--- src/rtl/lexc_pkg.sv ---
package lexc_pkg;

    // largest set the value store holds
    localparam int MAX_SET = 32;
    localparam int IDX_W   = $clog2(MAX_SET);
    localparam int VAL_W   = 6;
    localparam int CFG_IDX_W = 2;

    // register indexes
    localparam logic [CFG_IDX_W-1:0] REG_SET_SIZE   = CFG_IDX_W'(0);
    localparam logic [CFG_IDX_W-1:0] REG_PICK_COUNT = CFG_IDX_W'(1);

    // reset values of the registers
    localparam logic [VAL_W-1:0] SET_SIZE_RST   = VAL_W'(5);
    localparam logic [VAL_W-1:0] PICK_COUNT_RST = VAL_W'(3);

    // what gets written into the value store
    typedef enum logic [1:0] {
        WR_NONE,
        WR_INC,
        WR_RUN,
        WR_INIT
    } wr_sel_t;

    // which kind of word goes into the output register
    typedef enum logic [1:0] {
        OUT_STORED,
        OUT_INIT,
        OUT_EXHAUSTED,
        OUT_EMPTY
    } out_kind_t;

    typedef enum logic [1:0] {
        IDX_HOLD,
        IDX_CLEAR,
        IDX_TOP,
        IDX_STEP
    } idx_op_t;

    typedef struct packed {
        idx_op_t   idx_op;
        logic      idx_down;
        wr_sel_t   wr_sel;
        logic      out_load;
        out_kind_t out_kind;
        logic      final_flag;
    } lexc_cmd_t;

    typedef struct packed {
        logic cfg_wr;
        logic m_zero;
        logic m_gt_n;
        logic m_eq_n;
        logic idx_zero;
        logic idx_last;
        logic scan_hit;
        logic inc_is_final;
        logic out_free;
    } lexc_status_t;

endpackage

--- src/rtl/lexc_datapath.sv ---
module lexc_datapath
    import lexc_pkg::*;
(
    input  logic                 clk,
    input  logic                 rst_n,
    input  logic                 cfg_valid,
    input  logic [CFG_IDX_W-1:0] cfg_index,
    input  logic [VAL_W-1:0]     cfg_data,
    input  lexc_cmd_t            cmd,
    output lexc_status_t         status,
    input  logic                 out_ready,
    output logic                 out_valid,
    output logic [VAL_W-1:0]     element,
    output logic                 element_last,
    output logic                 final_combination,
    output logic                 exhausted
);

    logic [VAL_W-1:0] set_size_reg;
    logic [VAL_W-1:0] pick_count_reg;
    logic [VAL_W-1:0] n_eff;
    logic [VAL_W-1:0] m_eff;
    logic [IDX_W-1:0] m_last;

    logic [VAL_W-1:0] vals_reg [MAX_SET];
    logic [IDX_W-1:0] idx_reg;
    logic [IDX_W-1:0] idx_next;
    logic [VAL_W-1:0] run_reg;

    logic [VAL_W-1:0] cur_val;
    logic [VAL_W-1:0] cur_inc;
    logic [VAL_W-1:0] idx_plus1;
    logic [VAL_W-1:0] wr_data;
    logic [VAL_W:0]   base;
    logic [VAL_W:0]   limit;

    logic             out_valid_reg;
    logic [VAL_W-1:0] element_reg;
    logic             last_reg;
    logic             final_reg;
    logic             exh_reg;

    // configuration registers
    always_ff @(posedge clk or negedge rst_n)
    begin
        if (!rst_n)
        begin
            set_size_reg   <= SET_SIZE_RST;
            pick_count_reg <= PICK_COUNT_RST;
        end
        else if (cfg_valid)
        begin
            if (cfg_index == REG_SET_SIZE)
                set_size_reg <= cfg_data;
            else if (cfg_index == REG_PICK_COUNT)
                pick_count_reg <= cfg_data;
        end
    end

    // clamp n and m to the store depth
    assign n_eff  = (set_size_reg > VAL_W'(MAX_SET)) ? VAL_W'(MAX_SET) : set_size_reg;
    assign m_eff  = (pick_count_reg > VAL_W'(MAX_SET)) ? VAL_W'(MAX_SET) : pick_count_reg;
    assign m_last = IDX_W'(m_eff - VAL_W'(1));

    // current entry and the largest value allowed there
    assign cur_val   = vals_reg[idx_reg];
    assign cur_inc   = cur_val + VAL_W'(1);
    assign idx_plus1 = VAL_W'(idx_reg) + VAL_W'(1);
    assign base      = {1'b0, n_eff} - {1'b0, m_eff} + (VAL_W+1)'(1);
    assign limit     = base + (VAL_W+1)'(idx_reg);

    always_comb
    begin
        status.cfg_wr       = cfg_valid && ((cfg_index == REG_SET_SIZE) ||
                                            (cfg_index == REG_PICK_COUNT));
        status.m_zero       = (m_eff == '0);
        status.m_gt_n       = (m_eff > n_eff);
        status.m_eq_n       = (m_eff == n_eff);
        status.idx_zero     = (idx_reg == '0);
        status.idx_last     = (idx_reg == m_last);
        status.scan_hit     = ({1'b0, cur_val} < limit);
        status.inc_is_final = (idx_reg == '0) && ({1'b0, cur_inc} == base);
        status.out_free     = !out_valid_reg || out_ready;
    end

    // position counter
    always_comb
    begin
        unique case (cmd.idx_op)
            IDX_HOLD:  idx_next = idx_reg;
            IDX_CLEAR: idx_next = '0;
            IDX_TOP:   idx_next = m_last;
            IDX_STEP:  idx_next = cmd.idx_down ? idx_reg - IDX_W'(1)
                                               : idx_reg + IDX_W'(1);
            default:   idx_next = idx_reg;
        endcase
    end

    always_ff @(posedge clk or negedge rst_n)
    begin
        if (!rst_n)
            idx_reg <= '0;
        else
            idx_reg <= idx_next;
    end

    // value store write data
    always_comb
    begin
        unique case (cmd.wr_sel)
            WR_INC:  wr_data = cur_inc;
            WR_RUN:  wr_data = run_reg + VAL_W'(1);
            WR_INIT: wr_data = idx_plus1;
            default: wr_data = cur_val;
        endcase
    end

    always_ff @(posedge clk)
    begin
        if (cmd.wr_sel != WR_NONE)
        begin
            vals_reg[idx_reg] <= wr_data;
            run_reg           <= wr_data;
        end
    end

    // output register
    always_ff @(posedge clk or negedge rst_n)
    begin
        if (!rst_n)
            out_valid_reg <= 1'b0;
        else if (cmd.out_load)
            out_valid_reg <= 1'b1;
        else if (out_ready)
            out_valid_reg <= 1'b0;
    end

    always_ff @(posedge clk)
    begin
        if (cmd.out_load)
        begin
            unique case (cmd.out_kind)
                OUT_STORED:
                begin
                    element_reg <= cur_val;
                    last_reg    <= status.idx_last;
                    final_reg   <= cmd.final_flag;
                    exh_reg     <= 1'b0;
                end
                OUT_INIT:
                begin
                    element_reg <= idx_plus1;
                    last_reg    <= status.idx_last;
                    final_reg   <= cmd.final_flag;
                    exh_reg     <= 1'b0;
                end
                OUT_EXHAUSTED:
                begin
                    element_reg <= '0;
                    last_reg    <= 1'b1;
                    final_reg   <= 1'b0;
                    exh_reg     <= 1'b1;
                end
                default:
                begin
                    element_reg <= '0;
                    last_reg    <= 1'b1;
                    final_reg   <= 1'b1;
                    exh_reg     <= 1'b0;
                end
            endcase
        end
    end

    assign out_valid         = out_valid_reg;
    assign element           = element_reg;
    assign element_last      = last_reg;
    assign final_combination = final_reg;
    assign exhausted         = exh_reg;

endmodule

--- src/rtl/lexc_ctrl.sv ---
module lexc_ctrl
    import lexc_pkg::*;
(
    input  logic         clk,
    input  logic         rst_n,
    input  logic         in_valid,
    output logic         in_ready,
    input  logic         restart,
    input  lexc_status_t status,
    output lexc_cmd_t    cmd
);

    typedef enum logic [2:0] {
        S_IDLE,
        S_SCAN,
        S_FILL,
        S_INIT,
        S_EMIT,
        S_EXH,
        S_EMPTY
    } state_t;

    state_t state_reg;
    state_t state_next;
    logic   started_reg;
    logic   started_next;
    logic   finished_reg;
    logic   finished_next;
    logic   final_reg;
    logic   final_next;

    // requests wait while a register word is written
    assign in_ready = (state_reg == S_IDLE) && !status.cfg_wr;

    // sequencing and command decode
    always_comb
    begin
        state_next    = state_reg;
        started_next  = started_reg;
        finished_next = finished_reg;
        final_next    = final_reg;
        cmd.idx_op     = IDX_HOLD;
        cmd.idx_down   = 1'b0;
        cmd.wr_sel     = WR_NONE;
        cmd.out_load   = 1'b0;
        cmd.out_kind   = OUT_STORED;
        cmd.final_flag = final_reg;

        unique case (state_reg)
            S_IDLE:
            begin
                if (status.cfg_wr)
                begin
                    started_next  = 1'b0;
                    finished_next = 1'b0;
                end
                else if (in_valid)
                begin
                    priority if (restart || !started_reg)
                    begin
                        started_next  = 1'b1;
                        finished_next = 1'b0;
                        if (status.m_gt_n)
                            state_next = S_EXH;
                        else if (status.m_zero)
                            state_next = S_EMPTY;
                        else
                        begin
                            final_next = status.m_eq_n;
                            cmd.idx_op = IDX_CLEAR;
                            state_next = S_INIT;
                        end
                    end
                    else if (finished_reg || status.m_gt_n || status.m_zero)
                        state_next = S_EXH;
                    else
                    begin
                        cmd.idx_op = IDX_TOP;
                        state_next = S_SCAN;
                    end
                end
            end
            // rightmost position that can still grow
            S_SCAN:
            begin
                priority if (status.scan_hit)
                begin
                    cmd.wr_sel = WR_INC;
                    final_next = status.inc_is_final;
                    if (status.idx_last)
                    begin
                        cmd.idx_op = IDX_CLEAR;
                        state_next = S_EMIT;
                    end
                    else
                    begin
                        cmd.idx_op = IDX_STEP;
                        state_next = S_FILL;
                    end
                end
                else if (status.idx_zero)
                    state_next = S_EXH;
                else
                begin
                    cmd.idx_op   = IDX_STEP;
                    cmd.idx_down = 1'b1;
                end
            end
            // consecutive refill after the grown position
            S_FILL:
            begin
                cmd.wr_sel = WR_RUN;
                if (status.idx_last)
                begin
                    cmd.idx_op = IDX_CLEAR;
                    state_next = S_EMIT;
                end
                else
                    cmd.idx_op = IDX_STEP;
            end
            // first combination, written and sent together
            S_INIT:
            begin
                if (status.out_free)
                begin
                    cmd.wr_sel   = WR_INIT;
                    cmd.out_load = 1'b1;
                    cmd.out_kind = OUT_INIT;
                    if (status.idx_last)
                    begin
                        finished_next = final_reg;
                        state_next    = S_IDLE;
                    end
                    else
                        cmd.idx_op = IDX_STEP;
                end
            end
            S_EMIT:
            begin
                if (status.out_free)
                begin
                    cmd.out_load = 1'b1;
                    cmd.out_kind = OUT_STORED;
                    if (status.idx_last)
                    begin
                        finished_next = final_reg;
                        state_next    = S_IDLE;
                    end
                    else
                        cmd.idx_op = IDX_STEP;
                end
            end
            S_EXH:
            begin
                if (status.out_free)
                begin
                    cmd.out_load  = 1'b1;
                    cmd.out_kind  = OUT_EXHAUSTED;
                    finished_next = 1'b1;
                    state_next    = S_IDLE;
                end
            end
            S_EMPTY:
            begin
                if (status.out_free)
                begin
                    cmd.out_load  = 1'b1;
                    cmd.out_kind  = OUT_EMPTY;
                    finished_next = 1'b1;
                    state_next    = S_IDLE;
                end
            end
            default:
            begin
                state_next = S_IDLE;
            end
        endcase
    end

    always_ff @(posedge clk or negedge rst_n)
    begin
        if (!rst_n)
        begin
            state_reg    <= S_IDLE;
            started_reg  <= 1'b0;
            finished_reg <= 1'b0;
            final_reg    <= 1'b0;
        end
        else
        begin
            state_reg    <= state_next;
            started_reg  <= started_next;
            finished_reg <= finished_next;
            final_reg    <= final_next;
        end
    end

endmodule

--- src/rtl/lexicographic_combination_generator.sv ---
// the first element word is loaded into the output register from S_INIT once a restart
//   request is taken, and from S_EMIT after a next request, once S_SCAN has scanned s
//   positions and S_FILL has refilled f; a new request is taken only in S_IDLE, after
//   the last word of the one before is loaded, a pace set by the serial scan and refill
//   of the value store and the one-word output register
// reset: rst_n clears control state, n = 5, m = 3; the value store is not cleared
module lexicographic_combination_generator
    import lexc_pkg::*;
(
    input  logic                 clk,
    input  logic                 rst_n,
    input  logic                 cfg_valid,
    output logic                 cfg_ready,
    input  logic [CFG_IDX_W-1:0] cfg_index,
    input  logic [VAL_W-1:0]     cfg_data,
    input  logic                 in_valid,
    output logic                 in_ready,
    input  logic                 restart,
    output logic                 out_valid,
    input  logic                 out_ready,
    output logic [VAL_W-1:0]     element,
    output logic                 element_last,
    output logic                 final_combination,
    output logic                 exhausted
);

    lexc_cmd_t    cmd;
    lexc_status_t status;

    // register writes are always taken
    assign cfg_ready = 1'b1;

    lexc_ctrl u_ctrl (
        .clk      (clk),
        .rst_n    (rst_n),
        .in_valid (in_valid),
        .in_ready (in_ready),
        .restart  (restart),
        .status   (status),
        .cmd      (cmd)
    );

    lexc_datapath u_datapath (
        .clk               (clk),
        .rst_n             (rst_n),
        .cfg_valid         (cfg_valid),
        .cfg_index         (cfg_index),
        .cfg_data          (cfg_data),
        .cmd               (cmd),
        .status            (status),
        .out_ready         (out_ready),
        .out_valid         (out_valid),
        .element           (element),
        .element_last      (element_last),
        .final_combination (final_combination),
        .exhausted         (exhausted)
    );

endmodule

--- config.mk ---
export PLATFORM = sky130hd
export DESIGN_NAME = lexicographic_combination_generator
export DESIGN_NICKNAME = d
export VERILOG_FILES = /design/src/rtl/lexc_pkg.sv /design/src/rtl/lexc_datapath.sv /design/src/rtl/lexc_ctrl.sv /design/src/rtl/lexicographic_combination_generator.sv
export SDC_FILE = /design/constraint.sdc
export NUM_CORES = 1
export LEC_CHECK = 0
export BUFFER_PORTS_ARGS = -buffer_cell sky130_fd_sc_hd__buf_2
export CAP_MARGIN = 25
export CORE_MARGIN = 2
export CORE_UTILIZATION = 40
export DETAILED_ROUTE_END_ITERATION = 16
export GPL_TIMING_DRIVEN = 0
export HOLD_SLACK_MARGIN = 0.15
export SYNTH_ARGS = -nofsm -noshare
export SYNTH_HDL_FRONTEND = slang
export SYNTH_SLANG_ARGS = --single-unit
--- constraint.sdc ---
create_clock -name clk -period 18.8 [get_ports clk]
set_input_delay 2.82 -clock clk [delete_from_list [all_inputs] [get_ports clk]]
set_output_delay 2.82 -clock clk [all_outputs]
set_load 0.05 [all_outputs]
## Yosys cells after proc, flatten, opt, wreduce, memory -nomap -nowiden

Memories as Yosys holds them, arrays and structs flattened.
Cells that the tools add are included.

- Flip-flop bits (word level): 39
- Bits in latches: 0
- Memory bits (writable): 192
- Memory bits (read-only): 0
- Input bits: 14
- Output and inout bits: 12
- Word-level logic and storage cells: 155
- Memories: 1

Memories:

| memory | depth | bits a word | read ports | clocked after Yosys merged registers in | wr ports | line | source |
|---|---|---|---|---|---|---|---|
| u_datapath.vals_reg | 32 | 6 | 1 | 0 | 1 | lexc_datapath.sv:25 | `logic [VAL_W-1:0] vals_reg [MAX_SET];` |

- Add/subtract/negate cells: 9
- $mul: 0
- Div/mod/pow operators: 0
- Order comparisons: 4
- Eq/ne operators: 31
- Shifts and indexed selects: 0
- Multiplexer cells: 64
- Bitwise logic cells: 1
- Reduce and logical (&&, ||, !) cells: 32

Operator list:

| cell | number |
|---|---|
| $mux W3 | 17 |
| $mux W1 | 24 |
| $mux W2 | 9 |
| $pmux W6 S3 | 1 |
| $pmux W3 S5 | 1 |
| $pmux W5 S3 | 1 |
| $ne A2 B2 Y1 const B | 7 |
| $reduce_and A7 Y1 | 2 |
| $add A6 B1 Y6 const B | 2 |
| $gt A6 B6 Y1 const B | 2 |
| $mux W6 | 2 |
| $pmux W3 S4 | 1 |
| $pmux W6 S2 | 1 |
| $eq A2 B2 Y1 const B | 5 |
| $mux W5 | 2 |
| $reduce_bool A2 Y1 | 5 |
| $sub A5 B1 Y5 const B | 2 |
| $eq A3 B3 Y1 const B | 3 |
| $eq A2 B1 Y1 const B | 4 |
| $pmux W2 S4 | 1 |
| $add A7 B1 Y7 const B | 1 |
| $add A7 B5 Y7 | 1 |
| $eq A6 B7 Y1 | 1 |
| $lt A6 B7 Y1 | 1 |
| 27 further kinds | 45 |

## Depth between registers and ports, before layout

- Depth in word-level cells: 12
- Mapped depth: 26
- Mapped depth without buffers: 25

## By module

From an unflattened synthesis, not the netlist that was laid out.

- Cells, all modules: 846
- Area, all modules: 11297.1 sq um

By module, submodules not included:

| module | instances | cells an instance | area an instance (sq um) | seq. area each (sq um) |
|---|---|---|---|---|
| lexc_datapath | 1 | 748 | 10610.2 | 6671.4 |
| lexc_ctrl | 1 | 96 | 675.6 | 150.1 |
| lexicographic_combination_generator | 1 | 2 | 11.3 | 0.0 |

## Worst setup path after synthesis

No wires, ideal clock.

- Path kind: reg2reg
- From: register u_datapath.pick_count_reg[5]
- To: register u_datapath.run_reg[3], data pin
- Arrival time: 6201 ps
- Data required time: 18172 ps
- Setup slack: 11971 ps
- Stages on the path, launching flop included: 21
- Buffers on the path: 1
- Path through: dfrtp_1 -> buf_2 -> inv_1 -> nand2_1 -> inv_1 -> ha_1 -> inv_1 -> ha_1 -> fa_1 -> ha_1 -> a21o_1 -> a21oi_1 -> xor2_1 -> ha_1 -> a21o_1 -> a21oi_1 -> and3_1 -> nand4_2 -> nand3_1 -> nand2_1 -> o311ai_0

- Word-level cells in the longest chain between the ends: 10
- Elaborated cells between the ends (all ways): 12
- Those cells by class: add/sub: 3; order compare: 2; eq/ne: 3; mux: 4

Ends and longest elaborated chain:

| what | line | source |
|---|---|---|
| start: declaration | lexc_datapath.sv:20 | `logic [VAL_W-1:0] pick_count_reg;` |
| start signal: assignment | lexc_datapath.sv:56 | `pick_count_reg <= cfg_data;` |
| $gt A6 B6 Y1 | lexc_datapath.sv:62 | `assign m_eff = (pick_count_reg > VAL_W'(MAX_SET)) ? VAL_W'(MAX_SET) : pick_count_reg;` |
| $mux W6 * | lexc_datapath.sv:62 |  |
| $sub A6 B6 Y7 * | lexc_datapath.sv:69 | `assign base = {1'b0, n_eff} - {1'b0, m_eff} + (VAL_W+1)'(1);` |
| $add A7 B1 Y7 * | lexc_datapath.sv:69 |  |
| $add A7 B5 Y7 * | lexc_datapath.sv:70 | `assign limit = base + (VAL_W+1)'(idx_reg);` |
| $lt A6 B7 Y1 * | lexc_datapath.sv:81 | `status.scan_hit = ({1'b0, cur_val} < limit);` |
| $mux W1 * | lexc_ctrl.sv:86 | `priority if (status.scan_hit)` |
| $pmux W2 S3 * | lexc_ctrl.sv:49 | `unique case (state_reg)` |
| $eq A2 B2 Y1 / $eq A2 B1 Y1 (equally long branches) | lexc_datapath.sv:110 | `unique case (cmd.wr_sel)` |
| $pmux W6 S3 * | lexc_datapath.sv:110 |  |
| via u_datapath.wr_data[3] | lexc_datapath.sv:33 | `logic [VAL_W-1:0] wr_data;` |
| end signal: assignment | lexc_datapath.sv:123 | `run_reg <= wr_data;` |
| end: declaration | lexc_datapath.sv:28 | `logic [VAL_W-1:0] run_reg;` |

Mark *: on every way through the listed nets, which the timed path passes. The rest lies on a longest branch.
A chain may end at the register's enable or synchronous reset.

## Worst setup path in the final report

- From: register u_datapath.idx_reg[0]
- To: memory u_datapath.vals_reg[8][5] (enable)

- Word-level cells in the longest chain between the ends: 7
- Elaborated cells between the ends (all ways): 8
- Those cells by class: add/sub: 1; order compare: 1; mux: 4; reduce/logical: 1; memory: 1

Ends and longest elaborated chain:

| what | line | source |
|---|---|---|
| start: declaration | lexc_datapath.sv:26 | `logic [IDX_W-1:0] idx_reg;` |
| start signal: assignment | lexc_datapath.sv:104 | `idx_reg <= idx_next;` |
| $mem_v2 Z32 W6 / $add A7 B5 Y7 (equally long branches) | n/a |  |
| $lt A6 B7 Y1 | lexc_datapath.sv:81 |  |
| $mux W1 | lexc_ctrl.sv:86 |  |
| $pmux W2 S3 | lexc_ctrl.sv:49 |  |
| $reduce_bool A2 Y1 | lexc_datapath.sv:120 | `if (cmd.wr_sel != WR_NONE)` |
| $mux W1 | lexc_datapath.sv:120 |  |
| $mux W1 (implied by the code) | lexc_datapath.sv:122 | `vals_reg[idx_reg] <= wr_data;` |
| end: declaration | lexc_datapath.sv:25 |  |

Several ways; a longest one is shown, not always the timed one.

==> out/metrics.yaml <==
synthesis:
  postSynthAreaPerCell_sq_um: 13.5
  synth_cell_types: 77
  ys_warn_count: 0
  synthesis.area_sq_mm: 0.0112
  synthTopCellsByArea: "edfxtp_1 55%, mux2i_1 6.9%, dfrtp_1 4.5%"
  yosys.area.top_type: "edfxtp_1"
  synth_top_area_share_pct: 55.3
  synthFlopType: "edfxtp_1"
  synth_edf_count: 207
  synth-seq-cells: 231
  synthCells: 832
  async_reset_ff_share_pct: 10.4
  syn-num-nets: 884
  ys_seq_area_share_pct: 60.7
layout:
  final_net_count: 944
  largest_reg_flops: 192
  finalNonFillerCells: 1287
  nFillCells: 2505
  diodes: 0
  layout_common_cells: "207 x edfxtp_1, 77 x mux2i_1, 64 x nor2_1"
  final_common_cell: "edfxtp_1"
  drive_above_1_share_pct: 15.0
  syn_to_final_growth_pct: 14.0
global_route:
  grtUsageTotal_pct: 20.4
  grt_pass1_vias: 7109
  grt_overflow: 0
  grt_max_degree: 34
  antenna_found_initial: 0
  grt_pass1_wl_microns: 43900
critical_path:
  worstReg2RegStart: "u_datapath.idx_reg[0]"
  rr_endpoint: "u_datapath.vals_reg[8][5]"
  r2r.worst_path.cells: 17
  end_kind: "flop"
  critPathKind: "reg2reg"
  worst_ep_required_time_ns: 18.97
  critPathMaxFanout: 13
  r2r_setup_slack_ns: 12.21
  worst_setup_path_start_kind: "flop"
  worstPathArrival_ns: 6.76
clocking:
  cts_tree: "built"
  cts_setup_buffers: 0
  clock_latency_ns: 0.55
  cts.sinks: 231
  clk_pin_slew_ns: 0.06
  cts_made_buffers: 25
  holdBufCountCts: 0
  cts-root-buf: "clkbuf_16"
  h-tree-depth: 1
  cts_buffer_depth: 3
  cts_resized: 0
sta:
  worst_slew_pin_slew_ns: 0.972
  fin_tns_setup_ns: 0
  fin_crit_sh_pct: 35.0
  finalSetupViolations: 0
  hold_violations: 0
  rsz0062_at_grt: "false"
  fin_crit_ns: 6.59
  drv_slew: 0
  max_freq_mhz: 152
  skew_ns: 0.0212
  slew_headroom_pct: 35.1
route:
  wirelength_microns: 29500
  routed_via_density: 5.65
  detail_route.wl_per_cell_microns: 22.9
  ant_nets: 0
  drt-initial-drc-count: 574
  drc: 0
  firstDrtPassIters: 5
  num_vias: 7268
min_path:
  worstHoldStart: "u_datapath.set_size_reg[3]"
  hold_class: "reg2reg"
  hold-path-endpoint: "u_datapath.set_size_reg[3]"
  hold_depth: 1
run_status:
  status: "completed"
run:
  drv_cap: 0
die:
  fp-row-count: 61
  die_h_microns: 172
  die_area_sq_mm: 0.0294
  initial_core_util_pct: 40.6
  core-area_sq_mm: 0.0277
  dieWidth_microns: 172
  num_io_pins: 26
placement:
  gp_congestion: 0.882
  hpwl_microns: 20900
  portBuffers: 24
  dp.cells: 1243
[cell families after synthesis]
| kind of cell | synth area share (%) |
|---|---|
| adders and majority gates | 4.43 |
| and+or+nand+nor | 10.5 |
| AOI/OAI and AO/OA | 8.79 |
| muxes | 10.1 |
| other | 0.0334 |
| DFF | 60.7 |
| buffers and inverters | 2.63 |
| xor gates and xnor gates | 2.83 |
[critical path, cell delays in order, from the launching register on]
cell and delay [ns]:
dfrtp_1 0.66, buf_6 0.27, buf_2 0.33, buf_2 0.45, mux2i_1 0.32, o22ai_1 0.18
nor4_1 0.49, nand2_1 0.43, ha_1 0.35, a21o_1 0.17, a21oi_1 0.17, and3_1 0.20
nand4_2 0.20, a31oi_2 0.39, nor2_1 0.19, inv_2 0.24, nand2_1 0.39, nor2_1 0.76
[worst max path at each step]
stage / startpoint / end / slack (ns) / cells past startpoint
after global routing: u_datapath.idx_reg[0] / u_datapath.vals_reg[6][4] / 11.83 / 17
after detailed placement: u_datapath.idx_reg[0] / u_datapath.vals_reg[8][0] / 12.37 / 17
after global placement: u_datapath.idx_reg[0] / u_datapath.vals_reg[26][4] / 7.52 / 15
after floorplan: u_datapath.pick_count_reg[5] / u_datapath.run_reg[3] / 11.97 / 20
after CTS: u_datapath.idx_reg[0] / u_datapath.vals_reg[8][0] / 12.34 / 17
final: u_datapath.idx_reg[0] / u_datapath.vals_reg[8][5] / 12.21 / 17
[routing by layer]
layer	track usage [%]	wire length (microns)	vias to the layer above
met1	29.5	13600	3619
met5	0	0	-
met4	6.08	777	0
met2	31.3	13200	273
li1	-	-	3327
met3	3.66	1980	49
[through the flow]
| stage | util, % | cell area [sq um] | worst slack, ns | hold WS, ns |
|---|---|---|---|---|
| finish | 46.2 | 12800 | 12.21 | 0.516 |
| detailed placement | 43.3 | 12000 | 12.37 | 0.508 |
| global placement | 42.7 | 11800 | 7.52 | 0.495 |
| floorplan | - | 11200 | 11.97 | 0.481 |
| CTS | 46.2 | 12800 | 12.34 | 0.521 |
| global route | 46.2 | 12800 | 11.83 | 0.552 |
[cell usage after synthesis, types with 3 or more instances]
cell,instances
a211oi_1,3
o22ai_1,39
a31oi_1,3
or4bb_1,5
a22oi_1,4
a211o_1,4
dfstp_2,4
nor4_1,13
nand3_1,23
and2_1,6
mux2i_1,77
o21a_1,3
o2111ai_1,7
o211ai_1,5
nand2b_1,9
nor2b_1,8
xnor2_1,19
a21o_1,12
nand4_1,4
and3_1,6
buf_2,19
nor3_1,12
dfrtp_1,20
clkbuf_1,8
fa_1,3
nand2_1,52
xor2_1,12
mux4_2,10
nor2_1,64
a221o_1,3
nand4b_1,4
inv_1,30
or3_1,3
o31ai_1,3
o21ai_0,12
o311ai_0,3
a21oi_1,21
ha_1,35
mux2_2,12
edfxtp_1,207
buf_1,3
[final cells by class]
type	count	area [sq um]	share of cell area (%)
sequential	231	6820	53.3
multi-input combinational	535	4160	32.5
clock buffer	30	644	5.03
tap	378	473	3.69
timing repair buffer	33	251	1.96
buffer	35	179	1.40
clock inverter	14	159	1.24
inverter	31	116	0.909
Power is left out: the tool's default activity adds up to more than one toggle a clock period on the data nets, which glitch-free logic cannot reach.
